**config.mk**
```make
export PLATFORM = sky130hd
export DESIGN_NAME = entab_output_with_page_count_unit
export DESIGN_NICKNAME = d
export VERILOG_FILES = /design/src/eowpc_pkg.sv /design/src/eowpc_front.sv /design/src/eowpc_queue.sv /design/src/eowpc_back.sv /design/src/entab_output_with_page_count_unit.sv
export SDC_FILE = /design/constraint.sdc
export NUM_CORES = 1
export LEC_CHECK = 0
export BUFFER_PORTS_ARGS = -buffer_cell sky130_fd_sc_hd__buf_4
export CORE_ASPECT_RATIO = 1.75
export CORE_MARGIN = 4
export CORE_UTILIZATION = 54
export CTS_BUF_LIST = sky130_fd_sc_hd__clkbuf_4 sky130_fd_sc_hd__clkbuf_8
export DETAILED_ROUTE_END_ITERATION = 6
export PLACE_DENSITY = 0.72
export SLEW_MARGIN = 20
export SYNTH_ARGS = -nofsm -noshare
export SYNTH_HDL_FRONTEND = slang
export SYNTH_HIERARCHICAL = 1
export SYNTH_SLANG_ARGS = --single-unit
```
**constraint.sdc**
```tcl
create_clock -name clk -period 4.5 [get_ports clk]
set_clock_uncertainty 0.15 [all_clocks]
set_input_delay 1.35 -clock clk [delete_from_list [all_inputs] [get_ports clk]]
set_output_delay 1.35 -clock clk [all_outputs]
set_load 0.02 [all_outputs]
```
**src/eowpc_pkg.sv**
```systemverilog
// ----------------------------------------------------------------------------
// eowpc_pkg
// Shared types, character codes and column helpers for the space-to-tab
// compressing output unit.
// ----------------------------------------------------------------------------
package eowpc_pkg;

  localparam int unsigned COL_W     = 8;
  localparam int unsigned LINE_W    = 10;
  localparam int unsigned CHAR_W    = 8;
  localparam int unsigned TABS_W    = 5;
  localparam int unsigned CFG_IDX_W = 1;
  localparam int unsigned CFG_DAT_W = 10;
  localparam int unsigned Q_AW      = 2;
  localparam int unsigned Q_DEPTH   = 4;

  localparam logic [COL_W-1:0]  TAB_STOP     = 8'd8;
  localparam logic [COL_W-1:0]  COLUMN_LIMIT = 8'd255;
  localparam logic [LINE_W-1:0] LINES_RESET  = 10'd62;

  localparam logic [CHAR_W-1:0] CH_NEWLINE = 8'h0A;
  localparam logic [CHAR_W-1:0] CH_SPACE   = 8'h20;
  localparam logic [CHAR_W-1:0] CH_TAB     = 8'h09;

  localparam logic [CFG_IDX_W-1:0] REG_UNFORMATTED    = 1'd0;
  localparam logic [CFG_IDX_W-1:0] REG_LINES_PER_PAGE = 1'd1;

  // One accepted printable item or newline, ready to be expanded into runs.
  typedef struct packed {
    logic [CHAR_W-1:0] ch;
    logic [TABS_W-1:0] tabs;
    logic [COL_W-1:0]  spaces;
    logic              page_full;
  } cmd_t;

  // Next tab stop after a column, one bit wider to hold the carry.
  function automatic logic [COL_W:0] next_stop(input logic [COL_W-1:0] col);
    logic [COL_W-1:0] base;
    base = col & ~(TAB_STOP - 8'd1);
    return {1'b0, base} + {1'b0, TAB_STOP};
  endfunction

  // Clamp a widened column value to the column limit.
  function automatic logic [COL_W-1:0] sat_col(input logic [COL_W:0] col);
    logic [COL_W-1:0] r;
    if (col > {1'b0, COLUMN_LIMIT}) begin
      r = COLUMN_LIMIT;
    end else begin
      r = col[COL_W-1:0];
    end
    return r;
  endfunction

endpackage

```
**src/eowpc_front.sv**
```systemverilog
// ----------------------------------------------------------------------------
// eowpc_front
// Accepts characters, tracks pending and written columns and the page line
// count, and turns each printing character or newline into one command.
// ----------------------------------------------------------------------------
module eowpc_front (
  input  logic                                 clk,
  input  logic                                 rst_n,
  input  logic                                 cfg_wr_en,
  input  logic [eowpc_pkg::CFG_IDX_W-1:0]      cfg_index,
  input  logic [eowpc_pkg::CFG_DAT_W-1:0]      cfg_wdata,
  input  logic                                 in_valid,
  output logic                                 in_ready,
  input  logic [eowpc_pkg::CHAR_W-1:0]         in_ch,
  input  logic                                 q_full,
  output logic                                 q_push,
  output eowpc_pkg::cmd_t                      q_cmd
);

  logic                               unformatted_r;
  logic [eowpc_pkg::LINE_W-1:0]       lines_per_page_r;
  logic [eowpc_pkg::COL_W-1:0]        pend_r, pend_nxt;
  logic [eowpc_pkg::COL_W-1:0]        wrt_r, wrt_nxt;
  logic [eowpc_pkg::LINE_W-1:0]       line_r, line_nxt;

  logic                               accept;
  logic                               is_nl, is_sp, is_tab;
  logic [eowpc_pkg::COL_W:0]          w_stop;
  logic                               use_tabs;
  logic [eowpc_pkg::COL_W-1:0]        w_after;
  logic [eowpc_pkg::COL_W-1:0]        base_col;
  logic [eowpc_pkg::LINE_W-1:0]       line_inc;
  logic                               pf;

  assign in_ready = !q_full;
  assign accept   = in_valid && in_ready;

  assign is_nl  = (in_ch == eowpc_pkg::CH_NEWLINE);
  assign is_sp  = (in_ch == eowpc_pkg::CH_SPACE);
  assign is_tab = (in_ch == eowpc_pkg::CH_TAB);

  // The tab run only starts when the first stop is reachable and the gap is
  // wider than one space; after that every whole stop up to pending is taken.
  assign w_stop   = eowpc_pkg::next_stop(wrt_r);
  assign use_tabs = !unformatted_r && (w_stop <= {1'b0, pend_r}) &&
                    (({1'b0, wrt_r} + 9'd1) < {1'b0, pend_r});
  assign w_after  = use_tabs ? {pend_r[7:3], 3'b000} : wrt_r;
  assign base_col = (wrt_r >= pend_r) ? wrt_r : pend_r;

  assign line_inc = line_r + 10'd1;
  assign pf       = (line_inc >= lines_per_page_r);

  always_comb begin
    pend_nxt = pend_r;
    wrt_nxt  = wrt_r;
    line_nxt = line_r;
    q_push   = 1'b0;
    q_cmd    = '0;
    q_cmd.ch = in_ch;
    if (accept) begin
      if (is_nl) begin
        pend_nxt        = '0;
        wrt_nxt         = '0;
        line_nxt        = pf ? '0 : line_inc;
        q_push          = 1'b1;
        q_cmd.page_full = pf;
      end else if (is_sp) begin
        pend_nxt = eowpc_pkg::sat_col({1'b0, pend_r} + 9'd1);
      end else if (is_tab) begin
        pend_nxt = eowpc_pkg::sat_col(eowpc_pkg::next_stop(pend_r));
      end else begin
        q_push = 1'b1;
        if (use_tabs) begin
          q_cmd.tabs = pend_r[7:3] - wrt_r[7:3];
        end
        if (w_after < pend_r) begin
          q_cmd.spaces = pend_r - w_after;
        end
        pend_nxt = eowpc_pkg::sat_col({1'b0, pend_r} + 9'd1);
        wrt_nxt  = eowpc_pkg::sat_col({1'b0, base_col} + 9'd1);
      end
    end
  end

  always_ff @(posedge clk) begin
    if (!rst_n) begin
      unformatted_r    <= 1'b0;
      lines_per_page_r <= eowpc_pkg::LINES_RESET;
      pend_r           <= '0;
      wrt_r            <= '0;
      line_r           <= '0;
    end else begin
      pend_r <= pend_nxt;
      wrt_r  <= wrt_nxt;
      line_r <= line_nxt;
      if (cfg_wr_en) begin
        case (cfg_index)
          eowpc_pkg::REG_UNFORMATTED:    unformatted_r    <= cfg_wdata[0];
          eowpc_pkg::REG_LINES_PER_PAGE: lines_per_page_r <= cfg_wdata;
          default: ;
        endcase
      end
    end
  end

`ifndef SYNTHESIS
  // A command always carries a newline, or a character other than a space or tab.
  a_push_kind: assert property (@(posedge clk) disable iff (!rst_n)
    q_push |-> !(q_cmd.ch == eowpc_pkg::CH_SPACE || q_cmd.ch == eowpc_pkg::CH_TAB))
    else $error("space or tab pushed as a command");
  a_pf_nl: assert property (@(posedge clk) disable iff (!rst_n)
    q_push && q_cmd.page_full |-> q_cmd.ch == eowpc_pkg::CH_NEWLINE &&
      q_cmd.tabs == '0 && q_cmd.spaces == '0)
    else $error("page end flagged on a non-newline command");
  a_nl_clears: assert property (@(posedge clk) disable iff (!rst_n)
    accept && is_nl |=> pend_r == '0 && wrt_r == '0)
    else $error("newline did not clear the columns");
`endif

endmodule

```
**src/eowpc_queue.sv**
```systemverilog
// ----------------------------------------------------------------------------
// eowpc_queue
// Small command queue between the front and the run sequencer.
// ----------------------------------------------------------------------------
module eowpc_queue (
  input  logic            clk,
  input  logic            rst_n,
  input  logic            push,
  input  eowpc_pkg::cmd_t push_cmd,
  output logic            full,
  input  logic            pop,
  output logic            head_valid,
  output eowpc_pkg::cmd_t head_cmd
);

  eowpc_pkg::cmd_t               mem [eowpc_pkg::Q_DEPTH];
  logic [eowpc_pkg::Q_AW-1:0]    wr_ptr_r, rd_ptr_r;
  logic [eowpc_pkg::Q_AW:0]      count_r, count_nxt;
  logic                          do_push, do_pop;

  assign full       = (count_r == (eowpc_pkg::Q_AW+1)'(eowpc_pkg::Q_DEPTH));
  assign head_valid = (count_r != '0);
  assign head_cmd   = mem[rd_ptr_r];
  assign do_push    = push && !full;
  assign do_pop     = pop && head_valid;

  always_comb begin
    count_nxt = count_r;
    if (do_push && !do_pop) begin
      count_nxt = count_r + 1'b1;
    end else if (do_pop && !do_push) begin
      count_nxt = count_r - 1'b1;
    end
  end

  always_ff @(posedge clk) begin
    if (do_push) begin
      mem[wr_ptr_r] <= push_cmd;
    end
  end

  always_ff @(posedge clk) begin
    if (!rst_n) begin
      wr_ptr_r <= '0;
      rd_ptr_r <= '0;
      count_r  <= '0;
    end else begin
      count_r <= count_nxt;
      if (do_push) begin
        wr_ptr_r <= wr_ptr_r + 1'b1;
      end
      if (do_pop) begin
        rd_ptr_r <= rd_ptr_r + 1'b1;
      end
    end
  end

`ifndef SYNTHESIS
  a_no_overflow: assert property (@(posedge clk) disable iff (!rst_n)
    count_r <= (eowpc_pkg::Q_AW+1)'(eowpc_pkg::Q_DEPTH))
    else $error("queue count beyond depth");
  a_ptr_gap: assert property (@(posedge clk) disable iff (!rst_n)
    (wr_ptr_r - rd_ptr_r) == count_r[eowpc_pkg::Q_AW-1:0])
    else $error("queue pointers disagree with count");
  a_push_full: assert property (@(posedge clk) disable iff (!rst_n)
    push |-> !full)
    else $error("push into a full queue");
`endif

endmodule

```
**src/eowpc_back.sv**
```systemverilog
// ----------------------------------------------------------------------------
// eowpc_back
// Expands each queued command into any tab run, any space run and the character,
// one run per cycle while out_ready holds no run back, into an output register.
// ----------------------------------------------------------------------------
module eowpc_back (
  input  logic                         clk,
  input  logic                         rst_n,
  input  logic                         head_valid,
  input  eowpc_pkg::cmd_t              head_cmd,
  output logic                         pop,
  output logic                         out_valid,
  input  logic                         out_ready,
  output logic [eowpc_pkg::CHAR_W-1:0] out_char,
  output logic [eowpc_pkg::COL_W-1:0]  out_repeat_res,
  output logic                         out_last,
  output logic                         out_page_full
);

  logic                         tab_done_r, spc_done_r;
  logic                         out_valid_r;
  logic [eowpc_pkg::CHAR_W-1:0] char_r;
  logic [eowpc_pkg::COL_W-1:0]  rep_r;
  logic                         last_r, pf_r;

  logic                         load;
  logic                         sel_tab, sel_spc;

  assign load    = head_valid && (!out_valid_r || out_ready);
  assign sel_tab = (head_cmd.tabs != '0) && !tab_done_r;
  assign sel_spc = !sel_tab && (head_cmd.spaces != '0) && !spc_done_r;
  assign pop     = load && !sel_tab && !sel_spc;

  always_ff @(posedge clk) begin
    if (load) begin
      if (sel_tab) begin
        char_r <= eowpc_pkg::CH_TAB;
        rep_r  <= {3'b000, head_cmd.tabs};
        last_r <= 1'b0;
        pf_r   <= 1'b0;
      end else if (sel_spc) begin
        char_r <= eowpc_pkg::CH_SPACE;
        rep_r  <= head_cmd.spaces;
        last_r <= 1'b0;
        pf_r   <= 1'b0;
      end else begin
        char_r <= head_cmd.ch;
        rep_r  <= 8'd1;
        last_r <= 1'b1;
        pf_r   <= head_cmd.page_full;
      end
    end
  end

  always_ff @(posedge clk) begin
    if (!rst_n) begin
      out_valid_r <= 1'b0;
      tab_done_r  <= 1'b0;
      spc_done_r  <= 1'b0;
    end else begin
      if (load) begin
        out_valid_r <= 1'b1;
      end else if (out_ready) begin
        out_valid_r <= 1'b0;
      end
      if (load) begin
        tab_done_r <= sel_tab || (tab_done_r && !pop);
        spc_done_r <= sel_spc || (spc_done_r && !pop);
      end
    end
  end

  assign out_valid      = out_valid_r;
  assign out_char       = char_r;
  assign out_repeat_res = rep_r;
  assign out_last       = last_r;
  assign out_page_full  = pf_r;

`ifndef SYNTHESIS
  a_mid_run: assert property (@(posedge clk) disable iff (!rst_n)
    out_valid_r && !last_r |-> char_r == eowpc_pkg::CH_TAB ||
      char_r == eowpc_pkg::CH_SPACE)
    else $error("padding run with a character other than tab or space");
  a_pf_last: assert property (@(posedge clk) disable iff (!rst_n)
    out_valid_r && pf_r |-> last_r && char_r == eowpc_pkg::CH_NEWLINE)
    else $error("page end on a run other than a final newline");
  a_nonzero: assert property (@(posedge clk) disable iff (!rst_n)
    out_valid_r |-> rep_r != '0)
    else $error("run with a zero count");
  a_flags_clear: assert property (@(posedge clk) disable iff (!rst_n)
    pop |=> !tab_done_r && !spc_done_r)
    else $error("run flags left set after the command finished");
`endif

endmodule

```
**src/entab_output_with_page_count_unit.sv**
```systemverilog
// ----------------------------------------------------------------------------
// entab_output_with_page_count_unit
// Space-to-tab compressing character emitter with page line counting.
// ----------------------------------------------------------------------------
// The input side takes one character per cycle as long as the four-entry
// command queue has room; spaces and tabs only move the pending column and
// produce no output. Every other character becomes up to three runs (tabs,
// spaces, the character), and the run sequencer writes one run per cycle into
// the output register while out_ready does not hold it; a newline is one run.
// The sustained rate is set by that sequencer. Results stay in order and the
// input keeps flowing while a result waits on out_ready until the queue fills.
module entab_output_with_page_count_unit (
  input  logic                                 clk,
  input  logic                                 rst_n,
  input  logic                                 cfg_wr_en,
  input  logic [eowpc_pkg::CFG_IDX_W-1:0]      cfg_index,
  input  logic [eowpc_pkg::CFG_DAT_W-1:0]      cfg_wdata,
  input  logic                                 in_valid,
  output logic                                 in_ready,
  input  logic [eowpc_pkg::CHAR_W-1:0]         in_ch,
  output logic                                 out_valid,
  input  logic                                 out_ready,
  output logic [eowpc_pkg::CHAR_W-1:0]         out_char,
  output logic [eowpc_pkg::COL_W-1:0]          out_repeat_res,
  output logic                                 out_last,
  output logic                                 out_page_full
);

  logic            q_full, q_push, q_pop, q_head_valid;
  eowpc_pkg::cmd_t q_cmd, q_head;

  eowpc_front u_front (
    .clk       (clk),
    .rst_n     (rst_n),
    .cfg_wr_en (cfg_wr_en),
    .cfg_index (cfg_index),
    .cfg_wdata (cfg_wdata),
    .in_valid  (in_valid),
    .in_ready  (in_ready),
    .in_ch     (in_ch),
    .q_full    (q_full),
    .q_push    (q_push),
    .q_cmd     (q_cmd)
  );

  eowpc_queue u_queue (
    .clk        (clk),
    .rst_n      (rst_n),
    .push       (q_push),
    .push_cmd   (q_cmd),
    .full       (q_full),
    .pop        (q_pop),
    .head_valid (q_head_valid),
    .head_cmd   (q_head)
  );

  eowpc_back u_back (
    .clk            (clk),
    .rst_n          (rst_n),
    .head_valid     (q_head_valid),
    .head_cmd       (q_head),
    .pop            (q_pop),
    .out_valid      (out_valid),
    .out_ready      (out_ready),
    .out_char       (out_char),
    .out_repeat_res (out_repeat_res),
    .out_last       (out_last),
    .out_page_full  (out_page_full)
  );

endmodule
```
==> key figures, run 1 <==
Outcome
  • Status: finished clean

Clock network
  • Htree depth: 4
  • CTS root buf: clkbuf_8
  • CTS tree: done
  • Clock tree buffer depth: 2
  • CTS Buf Count: 17
  • Clk_lat worst skew: 0.45 ns
  • Clock Pin Slew Worst Setup and Hold Paths: 0.11 ns
  • CTS sink count: 155

Yosys
  • Commonest cells in the synthesized netlist: edfxtp_1 (106), nand2_1 (63), ha_1 (57)
  • Top-area cell type share of the netlist area: 0.377
  • Register area share after synthesis: 0.493
  • Synth area leaders: edfxtp_1 (38%), dfxtp_1 (12%), ha_1 (8.4%)
  • Cell type with the largest total area after synthesis: edfxtp_1
  • Synth cell types: 69
  • Synth Flop Type: edfxtp_1
  • #FFs+latches synth: 155
  • Most frequent cell after synthesis: edfxtp_1
  • Syn nets: 822
  • Synthesized area: 0.00845 mm^2
  • YS warnings: 6
  • EDFF count, synth: 106
  • Mapped Cells: 738
  • Share of flip-flops with an asynchronous set or reset: 0
  • Syn avg cell area: 11.4 um^2

STA
  • Worst Tran Pin Value: 0.720 ns
  • Final setup viols: 0
  • Final worst slack: 0.217 ns
  • Fin crit share: 0.952
  • Fmax: 233 MHz
  • Final min period: 4.28 ns
  • Final Hold Fails: 0
  • Slew Limit Fails: 0
  • Relative slew slack: 0.520

Critical path
  • CP Max Fanout: 11
  • Worst reg-to-reg setup slack: 0.22 ns
  • Crit path required time: 4.54 ns
  • Startpoint Class: flop
  • End of the worst register-to-register path: u_queue/mem[1][3]
  • Crit. End Element: flop
  • Worst Path Arrival: 4.32 ns
  • Reg2reg path depth: 17
  • Reg-to-reg critical path startpoint: u_front/wrt_r[4]
  • WS Path Type: reg2reg

Layout
  • Filler cells: 1207
  • Final #Nets: 877
  • Final Instance Count excl. Fillers: 992
  • Antenna cell count: 0
  • Synthesis-to-finish area growth: 12.2%
  • Share of cells above drive strength 1: 0.197

Drt
  • Vias per cell: 6.04
  • Routed WL per cell: 18.7 um
  • Routed Wire Length: 18500 um
  • Via count: 5996
  • # DRC: 0
  • Antenna viol nets, final: 0
  • Drt first-iter violations: 233
  • Drt first pass iters: 5

GRT
  • Met2 Track Usage GR: 0.392
  • GR Util met3: 0.0366
  • GRT Total Usage: 0.218
  • Gr busiest metal: met2
  • Initial antenna violation count: 0
  • Vias in the first global route: 6266
  • Grt met1 use: 0.228
  • Largest net degree at the start of global routing: 27
  • First-pass GRT wire length: 30300 um
  • GR Overflow Total: 0

Power
  • Peak supply drop: 0.337 mV
  • P per Cell Area: 535 mW/mm^2
  • Pleak: 3.62 nW

Die
  • Die H: 173 um
  • # rows: 60
  • CORE AREA: 0.0154 mm^2
  • Die width: 103 um
  • Die area: 0.0178 mm^2
  • Initial core utilization: 0.549
  • Top-Level Pins: 44

Flow run
  • Max-Cap Viols: 0

Place
  • DP Worst Slack: 0.0857 ns
  • Port Buffers: 43
  • RD Place Congestion: 0.952
  • HPWL after DPL: 14000 um
  • Placed insts: 958

Hold path
  • Hold Crit Depth: 2
  • Worst hold path type: reg2reg
  • Hold Path Origin: u_front/lines_per_page_r[6]
  • Hold Path End: u_front/lines_per_page_r[6]
-- worst max path at each step --
stage	to	slack (ns)	cells after the start	start
after floorplan	u_queue/mem[0][7]	0.30	20	u_front/wrt_r[5]
after global routing	u_queue/mem[3][4]	-0.02	20	u_front/wrt_r[4]
after detailed placement	u_queue/mem[0][4]	0.09	19	u_front/wrt_r[4]
after CTS	u_queue/mem[2][1]	0.07	19	u_front/wrt_r[4]
after global placement	u_queue/mem[0][5]	0.22	19	u_front/wrt_r[4]
final	u_queue/mem[1][3]	0.22	17	u_front/wrt_r[4]
-- cell usage in the layout (no fill, tap or decap), types with 17 or more instances in the layout --
master,instances
dfxtp_1,44
and2_1,21
a21oi_1,48
nor2_1,38
buf_4,72
edfxtp_1,106
o21ai_0,23
clkbuf_8,17
inv_1,39
xnor2_1,26
nand2_1,63
ha_1,57
nand3_1,27
mux4_2,22
-- layout make-up --
class	count	area [um^2]	share of cell area
clock buffer	17	234	0.0247
clock inverter	15	194	0.0205
inverter	40	150	0.0158
multi-input combinational	507	3950	0.417
sequential	155	4180	0.441
tap	186	233	0.0246
timing repair buffer	72	541	0.0570
-- cell families after synthesis --
family          Yosys count  synth area share
flops                   155             0.493
fa+ha+maj                60            0.0915
mux                      29            0.0669
buf+inv                  76            0.0421
compound gates          146             0.118
xor+xnor                 36            0.0373
simple gates            236             0.151
-- flip-flops by register name (all words and copies together), names as in the netlist, named ones only --
signal	count
u_back/out_char	8
u_back/out_last	1
u_back/out_page_full	1
u_back/out_repeat_res	8
u_back/out_valid	1
u_back/spc_done_r	1
u_back/tab_done_r	1
u_front/line_r	10
u_front/lines_per_page_r	10
u_front/pend_r	8
u_front/unformatted_r	1
u_front/wrt_r	8
u_queue/count_r	3
u_queue/mem	88
u_queue/rd_ptr_r	2
u_queue/wr_ptr_r	2
-- routing by layer --
| metal | share of wire | routed length, um | vias up |
|---|---|---|---|
| li1 | - | - | 2843 |
| met1 | 0.36 | 6660 | 2923 |
| met2 | 0.55 | 10100 | 164 |
| met3 | 0.035 | 644 | 66 |
| met4 | 0.059 | 1090 | 0 |
| met5 | 0 | 0 | - |
-- through the flow --
step | hold WS [ns] | utilization | total power, W | area [um^2] | setup TNS (ns)
2_1_floorplan | 0.286 | - | 0.00343 | 8450 | 0
3_3_place_gp | 0.292 | 0.585 | 0.00390 | 9000 | 0
3_5_place_dp | 0.297 | 0.585 | 0.00397 | 9000 | 0
4_1_cts | 0.313 | 0.613 | 0.00504 | 9430 | 0
5_1_grt | 0.334 | 0.616 | 0.00538 | 9480 | -0.344
6_report | 0.310 | 0.616 | 0.00507 | 9480 | 0
-- timing repair --
item,in CTS,in global routing
hold buffers,0,0
endpoints found under the hold margin,0,0
gates resized for setup,0,14
buffers inserted,0,2
setup endpoints to repair,0,32
-- power breakdown --
group          internal [W]  switching (W)  leakage [nW]
Combinational      0.000830        0.00115          2.00
Sequential          0.00189       0.000135          1.41
Clock              0.000435       0.000630         0.212
-- critical path: stages, from the launching register on --
cell and delay, ns:
dfxtp_4 0.40, ha_1 0.20, nand4_1 0.13, xnor2_1 0.16
ha_1 0.21, nor4_1 0.39, a31oi_2 0.16, a211oi_2 0.32
buf_4 0.23, nor2_1 0.05, a21oi_1 0.13, ha_1 0.30
a21oi_2 0.18, nor2_1 0.08, o311a_1 0.34, o311ai_4 0.33
buf_4 0.20, nor2_2 0.06
No activity file was read; power rests on OpenSTA's default activity.
==> inputs of run 2 (changes only) <==
--- a/config.mk
+++ b/config.mk
@@ -6,12 +6,15 @@
 export NUM_CORES = 1
 export LEC_CHECK = 0
 export BUFFER_PORTS_ARGS = -buffer_cell sky130_fd_sc_hd__buf_4
+export CELL_PAD_IN_SITES_DETAIL_PLACEMENT = 0
+export CELL_PAD_IN_SITES_GLOBAL_PLACEMENT = 2
 export CORE_ASPECT_RATIO = 1.75
 export CORE_MARGIN = 4
-export CORE_UTILIZATION = 54
+export CORE_UTILIZATION = 43
 export CTS_BUF_LIST = sky130_fd_sc_hd__clkbuf_4 sky130_fd_sc_hd__clkbuf_8
 export DETAILED_ROUTE_END_ITERATION = 6
-export PLACE_DENSITY = 0.72
+export PLACE_DENSITY_LB_ADDON = 0.1
+export RECOVER_POWER = 100
 export SLEW_MARGIN = 20
 export SYNTH_ARGS = -nofsm -noshare
 export SYNTH_HDL_FRONTEND = slang
==> run 2 against run 1 <==
Compared with the run above:
- design area down 0.67%
- setup slack better by 0.015 ns
- via count down 2.2%
- critical path depth down 1
- die area up 24%
- sequential power about the same
- wire length up 6.1%
- global-route usage down 3.5 points
- count of clock-buffer cells in the layout unchanged
- clock power about the same
- critical path type unchanged
- largest cell class unchanged
- largest power group unchanged
==> key figures, run 2 (synthesis results as in run 1) <==
Power
  • Peak supply drop: 0.336 mV (-0.19%)
  • P per Cell Area: 532 mW/mm^2 (-0.63%)
  • Pleak: 3.51 nW (-3.2%)

STA
  • Slew Limit Fails: 0 (unchanged)
  • Final setup viols: 0 (unchanged)
  • Fmax: 234 MHz (+0.36%)
  • Worst Tran Pin Value: 1.28 ns (+0.561 ns)
  • Final min period: 4.27 ns (-0.0152 ns)
  • Fin crit share: 0.948 (-0.00339)
  • Final Hold Fails: 0 (unchanged)
  • Relative slew slack: 0.146 (-0.374)

Layout
  • Max reg flops: 88 (unchanged)
  • Regs by FF count: u_queue/mem: 88 flops, u_front/line_r: 10 flops, u_front/lines_per_page_r: 10 flops
  • Final Util: 0.488 (-0.128)
  • Share of cells above drive strength 1: 0.151 (-0.0465)
  • Most common cell after layout, fill and taps aside: edfxtp_1
  • Filler cells: 1839 (+52%)
  • Synthesis-to-finish area growth: 11.4%
  • Most frequent cells in the layout: edfxtp_1 (106), nand2_1 (63), ha_1 (57), a21oi_1 (49), dfxtp_1 (45)
  • Most flop-heavy register: u_queue/mem
  • Final instance area: 0.00942 mm^2 (-0.67%)
  • Final #Nets: 880 (+0.34%)
  • Antenna cell count: 0 (unchanged)

Place
  • RD Place Congestion: 0.875 (-8.1%)
  • HPWL after DPL: 14800 um (+6.0%)
  • Port Buffers: 43 (unchanged)
  • Placed cell areas: 0.00911 mm^2 (+1.2%)

Hold path
  • Worst hold path type: reg2reg

Clock network
  • Clock tree buffer depth: 2 (unchanged)
  • CTS sink count: 155 (unchanged)
  • Clock Pin Slew Worst Setup and Hold Paths: 0.09 ns (-0.02 ns)
  • Clk_lat worst skew: 0.45 ns (about the same)
  • CTS Hold Bufs: 0 (unchanged)
  • CTS root buf: clkbuf_8
  • CTS tree: done
  • Htree depth: 4 (unchanged)
  • CTS Buf Count: 17 (unchanged)

Flow run
  • Max-Cap Viols: 0 (unchanged)

GRT
  • Initial antenna violation count: 0 (unchanged)
  • First-pass GRT wire length: 31700 um (+4.7%)
  • Largest net degree at the start of global routing: 27 (unchanged)
  • GRT Total Usage: 0.184 (-0.0347)
  • GR Overflow Total: 0 (unchanged)
  • Vias in the first global route: 6060 (-3.3%)

Drt
  • Drt first-iter violations: 296 (+27%)
  • Antenna viol nets, final: 0 (unchanged)
  • Routed Wire Length: 19600 um (+6.1%)
  • Drt first pass iters: 5 (unchanged)
  • # DRC: 0 (unchanged)
  • Vias per cell: 5.59 (-7.6%)
  • Routed WL per cell: 18.7 um (+0.21%)
  • Via count: 5867 (-2.2%)

Critical path
  • Crit. End Element: flop
  • Crit path required time: 4.53 ns (about the same)
  • CP cell instances: ha_1 -> nand4_1 -> xnor2_1 -> ha_1 -> nor4_1 -> a31oi_4 -> a211oi_4 -> buf_4 -> nor2_1 -> a21oi_1 -> ha_1 -> or2_2 -> o311a_1 -> o311ai_4 -> buf_4 -> a211oi_2
  • Worst Path Arrival: 4.30 ns (-0.02 ns)
  • Startpoint Class: flop
  • CP Max Fanout: 8 (-3)
  • Largest stage delay, worst path: 0.45 ns (+0.05 ns)
  • CP max stage cell: nor4_1
  • WS Path Type: reg2reg
  • Most Frequent Cell on Critical Path: ha_1

Die
  • Die H: 193 um (+12%)
  • Top-Level Pins: 44 (unchanged)
  • CORE AREA: 0.0193 mm^2 (+25%)
  • # rows: 67 (+12%)
  • Die width: 114 um (+11%)
  • Die area: 0.0220 mm^2 (+24%)
  • Initial core utilization: 0.438 (-0.111)

Outcome
  • Status: finished clean
-- run 2: cell count changes in the layout (fill, tap and decap cells not counted), sizes merged --
cell	delta
buf	-29
clkinvlp	+2
inv	-2
clkbuf	+32
bufinv	+2
clkinv	-2
-- run 2: path summary, 6_finish.rpt --
check	from	to	slack, ns	depth (start not counted)
worst min register to register	u_front/lines_per_page_r[8]	u_front/lines_per_page_r[8]	0.31	2
worst max register to register	u_front/wrt_r[4]	u_queue/mem[1][7]	0.23	16
worst max-delay path	u_front/wrt_r[4]	u_queue/mem[1][7]	0.23	16
worst min-delay path	u_front/lines_per_page_r[8]	u_front/lines_per_page_r[8]	0.31	2
-- run 2: per-stage QoR --
stage	setup TNS (ns)	cells	hold WS [ns]	worst slack (ns)	power, W
2_1_floorplan	0	738	0.286	0.302	0.00343
3_3_place_gp	0	1016	0.294	0.149	0.00398
3_5_place_dp	-0.0115	1016	0.301	-0.00289	0.00401
4_1_cts	0	1050	0.314	0.0707	0.00510
5_1_grt	-0.0114	1050	0.337	-0.00254	0.00535
6_report	0	1050	0.311	0.232	0.00501
-- run 2: critical path, delay by kind of cell, from the launching register on --
kind                     cells  cell delay, ns
AND/OR/NAND/NOR              4            0.95
XOR/XNOR                     1            0.16
AO/OA/AOI/OAI                6            1.22
flip-flops                   1            0.40
adder cells (fa/ha/maj)      3            0.71
buffers and inverters        2            0.40
-- run 2: power by group --
| group | total [W] | switching [W] | internal [W] |
|---|---|---|---|
| Sequential | 0.00202 | 0.000133 | 0.00188 |
| Clock | 0.00105 | 0.000552 | 0.000503 |
| Combinational | 0.00193 | 0.00116 | 0.000775 |
-- run 2: final cells by class --
cell class	instances	area (um^2)	share of cell area
sequential	155	4170	0.443
multi-input combinational	507	3930	0.417
timing repair buffer	75	463	0.0492
tap	241	302	0.0320
clock buffer	17	234	0.0249
clock inverter	15	165	0.0175
inverter	40	150	0.0159
-- run 2: what timing repair did --
item,4_1_cts,5_1_grt
resized for setup,0,13
setup endpoints to repair,14,32
buffers inserted,2,0
endpoints found under the hold margin,0,0
pin swaps,1,1
-- run 2: layer usage --
metal,global-route usage,share of wire,wire [um]
met1,0.211,0.39,7650
met2,0.342,0.56,11100
met3,0.0263,0.028,546
met4,0.0603,0.019,369
met5,0,0,0
